==> config.mk <==
export PLATFORM = sky130hd
export DESIGN_NAME = variable_bin_histogram_top
export DESIGN_NICKNAME = d
export VERILOG_FILES = /design/src/hdl/vbh_pkg.sv /design/src/hdl/vbh_bounds.sv /design/src/hdl/variable_bin_histogram_top.sv
export SDC_FILE = /design/constraint.sdc
export NUM_CORES = 2
export LEC_CHECK = 0
export BUFFER_PORTS_ARGS = -buffer_cell sky130_fd_sc_hd__buf_2
export CAP_MARGIN = 20
export CORE_MARGIN = 8
export CORE_UTILIZATION = 45
export CTS_CLUSTER_DIAMETER = 100
export DETAILED_ROUTE_END_ITERATION = 7
export GPL_ROUTABILITY_DRIVEN = 0
export GPL_TIMING_DRIVEN = 0
export PLACE_DENSITY = 0.66
export RECOVER_POWER = 100
export SETUP_SLACK_MARGIN = 0.5
export SYNTH_ARGS = -nofsm -noshare
export SYNTH_HDL_FRONTEND = slang
export SYNTH_HIERARCHICAL = 1
export SYNTH_SLANG_ARGS = --single-unit
==> constraint.sdc <==
create_clock -name clk_i -period 17.8 [get_ports clk_i]
set_clock_uncertainty 0.2 [all_clocks]
set_input_delay 2.67 -clock clk_i [delete_from_list [all_inputs] [get_ports clk_i]]
set_output_delay 2.67 -clock clk_i [all_outputs]
set_load 0.01 [all_outputs]
==> src/hdl/vbh_pkg.sv <==
// Package for the variable-width bin histogram: transaction types, codes and sizes.
// No dependencies; every other file of the block refers to it by scoped names.
`timescale 1ns / 1ps

package vbh_pkg;

  localparam int MAX_BOUNDS  = 16;
  localparam int BUCKET_CNT  = MAX_BOUNDS + 1;
  localparam int BIDX_W      = 5;   // bucket / boundary index width
  localparam int BND_AW      = 4;   // address width of the boundary table
  localparam int VAL_W       = 64;
  localparam int CNT_W       = 32;
  localparam int APB_AW      = 3;
  localparam int APB_DW      = 32;

  localparam logic [CNT_W-1:0] CNT_MAX = {CNT_W{1'b1}};

  typedef enum logic [1:0] {
    CMD_SAMPLE = 2'd0,
    CMD_LOAD   = 2'd1,
    CMD_READ   = 2'd2,
    CMD_CLEAR  = 2'd3
  } cmd_e;

  typedef enum logic [1:0] {
    STATUS_OK    = 2'd0,
    STATUS_RANGE = 2'd1,
    STATUS_ORDER = 2'd2
  } status_e;

  typedef struct packed {
    cmd_e              command;
    logic [VAL_W-1:0]  value;
    logic [BIDX_W-1:0] index;
  } in_item_t;

  typedef struct packed {
    status_e           status;
    logic [BIDX_W-1:0] bucket;
    logic [CNT_W-1:0]  count;
    logic [CNT_W-1:0]  total;
  } out_item_t;

  // Request from the control path to the boundary table.
  typedef struct packed {
    logic              load;
    logic [BIDX_W-1:0] index;
    logic [VAL_W-1:0]  value;
    logic [BIDX_W-1:0] bounds;
  } bnd_req_t;

  // Answer of the boundary table.
  typedef struct packed {
    logic [BIDX_W-1:0] hit;
    status_e           load_status;
  } bnd_rsp_t;

  // Register value clamped to 1..MAX_BOUNDS.
  function automatic logic [BIDX_W-1:0] bounds_in_use(input logic [BIDX_W-1:0] nb);
    logic [BIDX_W-1:0] res;
    if (nb == '0) begin
      res = BIDX_W'(1);
    end else if (nb > BIDX_W'(MAX_BOUNDS)) begin
      res = BIDX_W'(MAX_BOUNDS);
    end else begin
      res = nb;
    end
    return res;
  endfunction

  function automatic logic [CNT_W-1:0] sat_inc(input logic [CNT_W-1:0] c);
    return (c == CNT_MAX) ? CNT_MAX : c + CNT_W'(1);
  endfunction

endpackage

==> src/hdl/vbh_bounds.sv <==
// Boundary table of the histogram with parallel bucket search and load checks.
// Depends on vbh_pkg.
`timescale 1ns / 1ps

module vbh_bounds (
  input  logic              clk_i,
  input  logic              rst_ni,
  input  vbh_pkg::bnd_req_t req_i,
  output vbh_pkg::bnd_rsp_t rsp_o
);

  logic [vbh_pkg::VAL_W-1:0] bnd_q [vbh_pkg::MAX_BOUNDS];
  logic [vbh_pkg::MAX_BOUNDS-1:0] le_vec;
  logic [vbh_pkg::BND_AW-1:0] prev_idx;
  logic [vbh_pkg::BND_AW-1:0] wr_idx;
  logic [vbh_pkg::BIDX_W-1:0] hit;
  vbh_pkg::status_e load_status;

  always_comb begin
    for (int i = 0; i < vbh_pkg::MAX_BOUNDS; i++) begin
      le_vec[i] = (vbh_pkg::BIDX_W'(i) < req_i.bounds) && (req_i.value <= bnd_q[i]);
    end
  end

  // first boundary at or above the value; overflow bucket if none
  always_comb begin
    hit = req_i.bounds;
    for (int i = vbh_pkg::MAX_BOUNDS - 1; i >= 0; i--) begin
      if (le_vec[i]) begin
        hit = vbh_pkg::BIDX_W'(i);
      end
    end
  end

  assign wr_idx   = req_i.index[vbh_pkg::BND_AW-1:0];
  assign prev_idx = wr_idx - vbh_pkg::BND_AW'(1);

  always_comb begin
    if (req_i.index >= req_i.bounds) begin
      load_status = vbh_pkg::STATUS_RANGE;
    end else if ((req_i.index != '0) && (req_i.value < bnd_q[prev_idx])) begin
      load_status = vbh_pkg::STATUS_ORDER;
    end else begin
      load_status = vbh_pkg::STATUS_OK;
    end
  end

  always_ff @(posedge clk_i or negedge rst_ni) begin
    if (!rst_ni) begin
      for (int i = 0; i < vbh_pkg::MAX_BOUNDS; i++) begin
        bnd_q[i] <= '0;
      end
    end else if (req_i.load && (load_status == vbh_pkg::STATUS_OK)) begin
      bnd_q[wr_idx] <= req_i.value;
    end
  end

  assign rsp_o.hit         = hit;
  assign rsp_o.load_status = load_status;

endmodule

==> src/hdl/variable_bin_histogram_top.sv <==
// Top level of the variable-width bin histogram: handshake, FSM, counter memory.
// Depends on vbh_pkg and vbh_bounds.
//
//   channel | direction | valid       | stall       | payload
//   in      | input     | in_valid_i  | in_stall_o  | in_data_i  (vbh_pkg::in_item_t)
//   out     | output    | out_valid_o | out_stall_i | out_data_o (vbh_pkg::out_item_t)
//   cfg     | input     | APB psel/penable/pwrite, pready always high
//
// A transaction passes accept, lookup with counter read, then update and write back.
// The counter memory read is registered between lookup and update; the FSM waits in ST_HOLD
// for as long as the previous result is still stalled at the output, and the input stalls meanwhile.
// Reset: num_bounds is 1, boundaries, counts and total are zero (counts via valid bits).
// A clear command drops all valid bits at once.
`timescale 1ns / 1ps

module variable_bin_histogram_top (
  input  logic                       clk_i,
  input  logic                       rst_ni,
  input  logic                       in_valid_i,
  output logic                       in_stall_o,
  input  vbh_pkg::in_item_t          in_data_i,
  output logic                       out_valid_o,
  input  logic                       out_stall_i,
  output vbh_pkg::out_item_t         out_data_o,
  input  logic                       psel,
  input  logic                       penable,
  input  logic                       pwrite,
  input  logic [vbh_pkg::APB_AW-1:0] paddr,
  input  logic [vbh_pkg::APB_DW-1:0] pwdata,
  output logic [vbh_pkg::APB_DW-1:0] prdata,
  output logic                       pready
);

  typedef enum logic [3:0] {
    ST_IDLE = 4'b0001,
    ST_LOOK = 4'b0010,
    ST_UPD  = 4'b0100,
    ST_HOLD = 4'b1000
  } state_e;

  state_e state_q, state_d;

  logic [vbh_pkg::BIDX_W-1:0] num_bounds_q;
  logic [vbh_pkg::BIDX_W-1:0] n_use;

  vbh_pkg::in_item_t  item_q;
  vbh_pkg::out_item_t out_q, out_d;
  vbh_pkg::out_item_t pend_q, res;
  logic               out_valid_q, out_valid_d;

  vbh_pkg::bnd_req_t bnd_req;
  vbh_pkg::bnd_rsp_t bnd_rsp;

  logic [vbh_pkg::CNT_W-1:0]  cnt_mem [vbh_pkg::BUCKET_CNT];
  logic [vbh_pkg::CNT_W-1:0]  cnt_rd_q;
  logic [vbh_pkg::BUCKET_CNT-1:0] cnt_vld_q;
  logic [vbh_pkg::BIDX_W-1:0] addr_q, addr_d;
  vbh_pkg::status_e           st_q, st_d;
  logic [vbh_pkg::CNT_W-1:0]  total_q;
  logic [vbh_pkg::CNT_W-1:0]  cur_cnt, new_cnt, new_total;

  logic in_acc, slot_free, cfg_wr, cnt_wr;

  // configuration port
  assign pready = 1'b1;
  assign cfg_wr = psel && penable && pwrite && (paddr[2] == 1'b0);
  assign prdata = (paddr[2] == 1'b0) ?
                  vbh_pkg::APB_DW'(num_bounds_q) : '0;

  always_ff @(posedge clk_i or negedge rst_ni) begin
    if (!rst_ni) begin
      num_bounds_q <= vbh_pkg::BIDX_W'(1);
    end else if (cfg_wr) begin
      num_bounds_q <= pwdata[vbh_pkg::BIDX_W-1:0];
    end
  end

  assign n_use = vbh_pkg::bounds_in_use(num_bounds_q);

  assign in_stall_o = (state_q != ST_IDLE);
  assign in_acc     = in_valid_i && !in_stall_o;
  assign slot_free  = !out_valid_q || !out_stall_i;

  always_ff @(posedge clk_i) begin
    if (in_acc) begin
      item_q <= in_data_i;
    end
  end

  assign bnd_req.load   = (state_q == ST_LOOK) && (item_q.command == vbh_pkg::CMD_LOAD);
  assign bnd_req.index  = item_q.index;
  assign bnd_req.value  = item_q.value;
  assign bnd_req.bounds = n_use;

  vbh_bounds u_bounds (
    .clk_i  (clk_i),
    .rst_ni (rst_ni),
    .req_i  (bnd_req),
    .rsp_o  (bnd_rsp)
  );

  // lookup stage: pick the counter address and the status
  always_comb begin
    addr_d = '0;
    st_d   = vbh_pkg::STATUS_OK;
    case (item_q.command)
      vbh_pkg::CMD_SAMPLE: addr_d = bnd_rsp.hit;
      vbh_pkg::CMD_LOAD:   st_d   = bnd_rsp.load_status;
      vbh_pkg::CMD_READ: begin
        if (item_q.index > n_use) begin
          st_d = vbh_pkg::STATUS_RANGE;
        end else begin
          addr_d = item_q.index;
        end
      end
      default: ;
    endcase
  end

  // update stage
  assign cur_cnt   = cnt_vld_q[addr_q] ? cnt_rd_q : '0;
  assign new_cnt   = vbh_pkg::sat_inc(cur_cnt);
  assign new_total = vbh_pkg::sat_inc(total_q);
  assign cnt_wr    = (state_q == ST_UPD) && (item_q.command == vbh_pkg::CMD_SAMPLE);

  always_comb begin
    res.status = st_q;
    res.bucket = '0;
    res.count  = '0;
    res.total  = total_q;
    case (item_q.command)
      vbh_pkg::CMD_SAMPLE: begin
        res.bucket = addr_q;
        res.count  = new_cnt;
        res.total  = new_total;
      end
      vbh_pkg::CMD_READ: begin
        if (st_q == vbh_pkg::STATUS_OK) begin
          res.bucket = addr_q;
          res.count  = cur_cnt;
        end
      end
      default: ;
    endcase
  end

  always_ff @(posedge clk_i) begin
    if (state_q == ST_LOOK) begin
      cnt_rd_q <= cnt_mem[addr_d];
      addr_q   <= addr_d;
      st_q     <= st_d;
    end
    if (cnt_wr) begin
      cnt_mem[addr_q] <= new_cnt;
    end
    if (state_q == ST_UPD) begin
      pend_q <= res;
    end
  end

  always_ff @(posedge clk_i or negedge rst_ni) begin
    if (!rst_ni) begin
      cnt_vld_q <= '0;
      total_q   <= '0;
    end else if ((state_q == ST_LOOK) && (item_q.command == vbh_pkg::CMD_CLEAR)) begin
      cnt_vld_q <= '0;
      total_q   <= '0;
    end else if (cnt_wr) begin
      cnt_vld_q[addr_q] <= 1'b1;
      total_q           <= new_total;
    end
  end

  // FSM and output register
  always_comb begin
    state_d     = state_q;
    out_valid_d = out_valid_q && out_stall_i;
    out_d       = out_q;
    case (state_q)
      ST_IDLE: if (in_acc) state_d = ST_LOOK;
      ST_LOOK: state_d = ST_UPD;
      ST_UPD: begin
        if (slot_free) begin
          out_valid_d = 1'b1;
          out_d       = res;
          state_d     = ST_IDLE;
        end else begin
          state_d = ST_HOLD;
        end
      end
      ST_HOLD: begin
        if (slot_free) begin
          out_valid_d = 1'b1;
          out_d       = pend_q;
          state_d     = ST_IDLE;
        end
      end
      default: state_d = ST_IDLE;
    endcase
  end

  always_ff @(posedge clk_i or negedge rst_ni) begin
    if (!rst_ni) begin
      state_q     <= ST_IDLE;
      out_valid_q <= 1'b0;
    end else begin
      state_q     <= state_d;
      out_valid_q <= out_valid_d;
    end
  end

  always_ff @(posedge clk_i) begin
    out_q <= out_d;
  end

  assign out_valid_o = out_valid_q;
  assign out_data_o  = out_q;

endmodule

# --- Word-level counts from Yosys, hierarchy flattened ---
# Memories as Yosys holds them, arrays and structs flattened. A register that Yosys moved wholly into a read port is not among the register bits.
# Index checks and enable logic that the tools add are counted.
word_totals:
  ff_bits: 1303
  latch_bits: 0
  ramBits: 544
  mem_bits_ro: 0
  input_bits: 113
  out_inout_bits: 106
  wordCells: 194
  n_memories: 1
mem_list:
  columns: ["name", "depth", "word_bits", "read_ports", "rd_ports_with_merged_regs", "wr", "line", "source"]
  rows:
  - ["cnt_mem", 17, 32, 1, 1, 1, "variable_bin_histogram_top.sv:54", "logic [vbh_pkg::CNT_W-1:0] cnt_mem [vbh_pkg::BUCKET_CNT];"]
op_classes:
  addsub: 3
  mul: 0
  div_mod_pow: 0
  order_cmp: 41
  eq_ne: 13
  shift: 0
  n_mux: 56
  bitwise_logic: 4
  n_reduce_logical: 42
ops:
  columns: ["operator", "count"]
  rows:
  - ["1024-bit bitwise mux", 1]
  - ["64-bit less-or-equal comparator", 16]
  - ["64-bit binary-select mux with 4-bit select", 1]
  - ["64-bit demux with 4-bit select", 1]
  - ["32-bit 2-to-1 mux", 6]
  - ["64-bit 2-to-1 mux", 3]
  - ["71-bit 2-to-1 mux", 2]
  - ["71-bit case mux with 2 select lines", 1]
  - ["5-bit 2-to-1 mux", 20]
  - ["37-bit case mux with 2 select lines", 1]
  - ["32-bit by 1-bit adder with 32-bit output (second input constant)", 2]
  - ["32-bit == test (second input constant)", 2]
  - ["64-bit < comparator", 1]
  - ["4-bit by 5-bit < comparator with 1-bit output (first input constant)", 8]
  - ["37-bit 2-to-1 mux", 1]
  - ["17-bit 2-to-1 mux", 2]
  - ["1-bit logical AND", 28]
  - ["3-bit by 5-bit < comparator with 1-bit output (first input constant)", 4]
  - ["17-bit bitwise OR", 1]
  - ["4-bit case mux with 4 select lines", 1]
  - ["4-bit 2-to-1 mux", 3]
  - ["5-bit >= comparator (second input constant)", 2]
  - ["1-bit by 5-bit < comparator with 1-bit output (first input constant)", 2]
  - ["2-bit by 5-bit < comparator with 1-bit output (first input constant)", 2]
  - ["32 further kinds", 48]

# --- Logic depth before layout (Yosys ltp) ---
logic_depth:
  ltp_word: 22
  ltp_mapped: 25

# --- Hierarchy ---
# The synthesis kept the hierarchy.
modules_own_cells:
  columns: ["mod", "n_inst", "cells_per_inst", "area_each_um2", "seq_area_each_um2"]
  rows:
  - ["vbh_bounds", 1, 6656, 77199.0, 25624.6]
  - ["variable_bin_histogram_top", 1, 2498, 35454.0, 25381.8]

# --- Worst setup path after synthesis ---
# Ideal clock, no wire load.
synth_timing:
  path_type: "register to register"
  from: "register state_q[1]"
  to: "register out_q (netlist bit out_data_o[0]) (enable)"
  setup_ns: 0.523
  arrival_time_ns: 12.400
  t_required_ns: 17.077
  slack_ns: 4.677
  stages_incl_launch_ff: 4
  n_path_buf: 0
  synth_period_minus_slack_ns: 13.123
  cell_sequence: "dfrtp_1 nor4b_1 nor2_1 a21oi_1"
synth_via:
  elab_chain_len: 3
  word_cells_on_any_way: 6
  classes_between: "4 x eq/ne; 2 x reduce/logical"
synth_rtl:
  columns: ["element", "line", "source"]
  rows:
  - ["start: declaration", "variable_bin_histogram_top.sv:41", "state_e state_q, state_d;"]
  - ["start signal: assignment", "variable_bin_histogram_top.sv:207", "state_q <= state_d;"]
  - ["4-bit by 3-bit == test with 1-bit output or 4-bit == test (tied branches)", "variable_bin_histogram_top.sv:179", "case (state_q)"]
  - ["2-bit != test (no source line) or 2-bit nonzero test (tied branches)", null, null]
  - ["3-bit AND reduction (no source line) (*)", null, null]
  - ["end signal: assignment", "variable_bin_histogram_top.sv:213", "out_q <= out_d;"]
  - ["end: declaration", "variable_bin_histogram_top.sv:47", "vbh_pkg::out_item_t out_q, out_d;"]
# Every way passes the cells marked *; elsewhere a longest branch is shown, timed or not.
# A chain may end at the register's enable or synchronous reset.

# --- Final worst setup path ---
layout_timing:
  from: "register item_q (netlist bit bnd_req[69])"
  to: "register u_bounds/bnd_q[732] (netlist bit)"
layout_via:
  elab_chain_len: 11
  word_cells_on_any_way: 20
  classes_between: "1 x add/sub; 4 x order compare; 8 x mux; 2 x bitwise; 5 x reduce/logical"
layout_rtl:
  columns: ["element", "line", "source"]
  rows:
  - ["start: declaration", "variable_bin_histogram_top.sv:46", "vbh_pkg::in_item_t item_q;"]
  - ["start signal: assignment", "variable_bin_histogram_top.sv:86", "item_q <= in_data_i;"]
  - ["4-bit by 1-bit subtractor with 4-bit output", "vbh_bounds.sv:36", "assign prev_idx = wr_idx - vbh_pkg::BND_AW'(1);"]
  - ["4-bit NOT with 5-bit output (not written as such)", "vbh_bounds.sv:41", "end else if ((req_i.index != '0) && (req_i.value < bnd_q[prev_idx])) begin"]
  - ["64-bit binary-select mux with 4-bit select", "vbh_bounds.sv:41", null]
  - ["64-bit 2-to-1 mux (not written as such) (2 in series)", "vbh_bounds.sv:41", null]
  - ["64-bit < comparator", "vbh_bounds.sv:41", null]
  - ["1-bit logical AND", "vbh_bounds.sv:41", null]
  - ["2-bit 2-to-1 mux", "vbh_bounds.sv:41", null]
  - ["2-bit 2-to-1 mux", "vbh_bounds.sv:39", "if (req_i.index >= req_i.bounds) begin"]
  - ["2-bit logical NOT", "vbh_bounds.sv:53", "end else if (req_i.load && (load_status == vbh_pkg::STATUS_OK)) begin"]
  - ["1-bit logical AND", "vbh_bounds.sv:53", null]
  - ["end signal: indexed assignment", "vbh_bounds.sv:54", "bnd_q[wr_idx] <= req_i.value;"]
  - ["end: declaration", "vbh_bounds.sv:12", "logic [vbh_pkg::VAL_W-1:0] bnd_q [vbh_pkg::MAX_BOUNDS];"]
# Parallel ways exist; a longest one is shown, timed or not. The select of a mux whose other input is x is not followed.

==> flow_summary.ini <==
[logic_synthesis]
synth_area_per_cell_sq_um = 12.3
syn_area_sq_mm = 0.113
synth_area_leaders = dfrtp_1, edfxtp_1, ha_1
synth_ff_type = dfrtp_1
seq_area_frac_synth = 0.453
ys_top_cells_by_count = inv_1, ha_1, dfrtp_1, edfxtp_1, mux2_2
yosysTopAreaCellShare = 0.240
synth_most_common_cell = inv_1
async_flop_share = 0.576
yosysUniqueCellTypes = 89
ys_seq_elements = 1879
netlist_instances = 9154
ys.warnings.count = 6
synth-edff-count = 796
yosysTopAreaCell = dfrtp_1

[drt]
drt_iter0_drc = 7992
wirelength_mm = 348
routedWlPerCell_microns = 26.3
remaining_drc_errors = 0
firstDrtPassIters = 8
routed_via_density = 5.94
vias = 78600
final_antenna_net_count = 0

[power_and_ir_drop]
intPower_mw = 8.96
leakagePower_nw = 51.5
p_switching_mw = 4.88
switching_share = 0.353
peakVddDrop_mv = 0.115
power.share.clock = 0.324
p_comb_frac = 0.311
share_seq_of_total_power = 0.366
power_mw = 13.8
powerDensity_mw_per_mm2 = 111

[clock_network]
clkSinkCount = 1879
post_cts.repair.setup_buffers = 0
cts_made_buffers = 208
htree_levels = 4
root_buffer = clkbuf_16
cts_tree = built
cts_hold_buffers = 0
clkLatencyLatePin_ns = 0.92
clockBufferDepth = 3
clkSlewWorstSetupHoldPaths_ns = 0.06
cts_resized = 0

[cells_and_area]
fillers = 21800
layout.nets = 10900
final_cells = 13200
area_growth_syn_to_layout_pct = 10.7
layout-drive-gt1-share = 0.159

[worst_setup_path]
rr_startpoint = bnd_req[69]$_DFFE_PP_
ff2ff_path_depth = 22
path_buf_inv = 11
r2r_setup_slack_ns = 2.45
max_stage_delay_ns = 1.70
critPathArrivalTime_ns = 15.85
crit_path_end_kind = flop
required_ns = 18.30
crit_family = buffers and inverters
cp-start-kind = flop
r2r-end = u_bounds/bnd_q[732]$_DFFE_PN0P_
crit_top_cell = clkbuf_1
crit_chain = buf_6, clkbuf_1, clkbuf_1, clkbuf_1, inv_1, ha_1, buf_2, clkbuf_1, clkbuf_1, mux4_2, mux4_2, inv_1, ha_1, nand4_1, nor4_1, nand4_1, a31oi_1, or4_1, buf_6, nand2_2, clkbuf_1, mux2_2
slowest_stage = clkbuf_1
crit_path_max_fanout = 10
critPathKind = reg -> reg

[global_route]
grt_usage = 0.255
antenna_found_initial = 26
met1_usage = 0.342
grt_pass1_vias = 79300
grt.overflow.total = 0
grt.busiest_layer = met2
grt_use_met2 = 0.399
grt_pass1_wl_mm = 515
grt_max_degree = 160
use_met3 = 0.0456

[sta]
period_minus_slack_ns = 15.35
post-route-period-util = 0.862
fmax_mhz = 65.1
finalHoldViolations = 0
worstMarginPinSlew_ns = 8.61
slew_violations = 1035
holdWs_ns = 0.298
finalSetupTns_ns = 0
grt_setup_unrepaired = false
setup_slack_ns = 2.45
slew_headroom = -4.74
setup_viol_count_final = 0

[floorplanning]
fp-row-count = 183
die_area_sq_mm = 0.267
ioPinCount = 219
start_util = 0.453
coreArea_sq_mm = 0.249
die_y_microns = 516
die_w_microns = 516

[min_path]
hold_path_class = reg -> reg
hold_path_end = cnt_vld_q[16]$_DFFE_PN0P_
hold_depth = 1
hold_start = cnt_vld_q[16]$_DFFE_PN0P_

[place]
port_buffers = 161
dp_slack_ns = 5.54
place_inst = 12800
hpwl_mm = 262

[run]
maxCapViolations = 38

[status]
run_status = complete, but fails checks
violations = capacitance limit, slew limit
==> stage by stage <==
| step | util | instance area [sq um] |
|---|---|---|
| CTS | 0.511 | 127000 |
| global placement | 0.473 | 118000 |
| detailed placement | 0.482 | 120000 |
| global route | 0.501 | 125000 |
| finish | 0.501 | 125000 |
| floorplan | - | 113000 |
==> area by class of cell <==
class	count	area, sq um	share of cell area
Clock inverter	107	1380	0.0111
Inverter	1137	4270	0.0342
Timing Repair Buffer	316	2920	0.0234
Tap cell	3330	4170	0.0334
Sequential cell	1879	51000	0.409
Multi-Input combinational cell	5747	52800	0.423
Clock buffer	280	5780	0.0463
Buffer	417	2420	0.0194
Antenna cell	13	32.5	0.000261
==> worst max-delay path by stage <==
stage                                       from                         endpoint  slack, ns  cells after the start
after floorplan           state_q[1]$_DFFE_PN0P_          out_data_o[0]$_DFFE_PP_       4.68                      3
after global placement                    rst_ni  u_bounds/bnd_q[784]$_DFFE_PN0P_     -10.09                      1
after detailed placement   bnd_req[69]$_DFFE_PP_  u_bounds/bnd_q[786]$_DFFE_PN0P_       5.54                     22
after CTS                  bnd_req[69]$_DFFE_PP_  u_bounds/bnd_q[794]$_DFFE_PN0P_       5.43                     22
after global routing       bnd_req[69]$_DFFE_PP_  u_bounds/bnd_q[478]$_DFFE_PN0P_       2.64                     23
final                      bnd_req[69]$_DFFE_PP_  u_bounds/bnd_q[732]$_DFFE_PN0P_       2.45                     22
==> layer usage <==
layer | routed length [microns] | part of all wire
met3 | 26000 | 0.075
met4 | 19700 | 0.057
met5 | 51 | 0.00015
met2 | 157000 | 0.45
met1 | 145000 | 0.42
==> cells in the final DEF, fill, tap and decap left out, drive strengths merged, types with 14 or more instances in the layout <==
master  count
a211oi     94
a21o      109
a21oi     443
a221oi     25
a311oi     14
a31oi      35
and2       24
and3       50
and4       47
buf       296
bufinv     18
clkbuf    717
clkinv     70
conb       28
dfrtp    1081
edfxtp    796
ha       1107
inv      1143
mux2     1091
mux2i     226
mux4      323
nand2     566
nand2b     25
nand3     295
nand4     238
nor2      246
nor2b      34
nor3       91
nor4       51
o211ai     41
o21a       41
o21ai     208
o221ai     42
o31ai      21
or3        15
==> state kept, by name, summed over array words and instances (netlist names) <==
register and count:
out_data_o 71, bnd_req 69, total_q 32, item_q 2, cnt_vld_q 17, st_q 2
state_q 4, num_bounds_q 5, u_bounds/bnd_q 1024, out_valid_o 1, cnt_rd_q 32, addr_q 5
pend_q 71, cnt_mem 544
==> power by group through the flow <==
stage	sequential [mW]	combinational (mW)	clock (mW)
3_5_place_dp	5.21	4.17	0
2_1_floorplan	5.10	2.60	0
6_report	5.06	4.30	4.48
4_1_cts	5.13	4.20	4.55
3_3_place_gp	5.33	3.75	0
5_1_grt	5.09	4.67	4.72
==> logic make-up after synthesis <==
group                    after synthesis  share of synthesized area
XOR/XNOR                              19                    0.00148
adder cells (fa/ha/maj)             1107                      0.123
multiplexers                        1640                      0.212
AO/OA/AOI/OAI                       1224                     0.0695
flip-flops                          1879                      0.453
AND/OR/NAND/NOR                     1729                     0.0776
other                                  2                  0.0000667
buffers and inverters               1554                     0.0640
(Power assumes the default switching activity.)
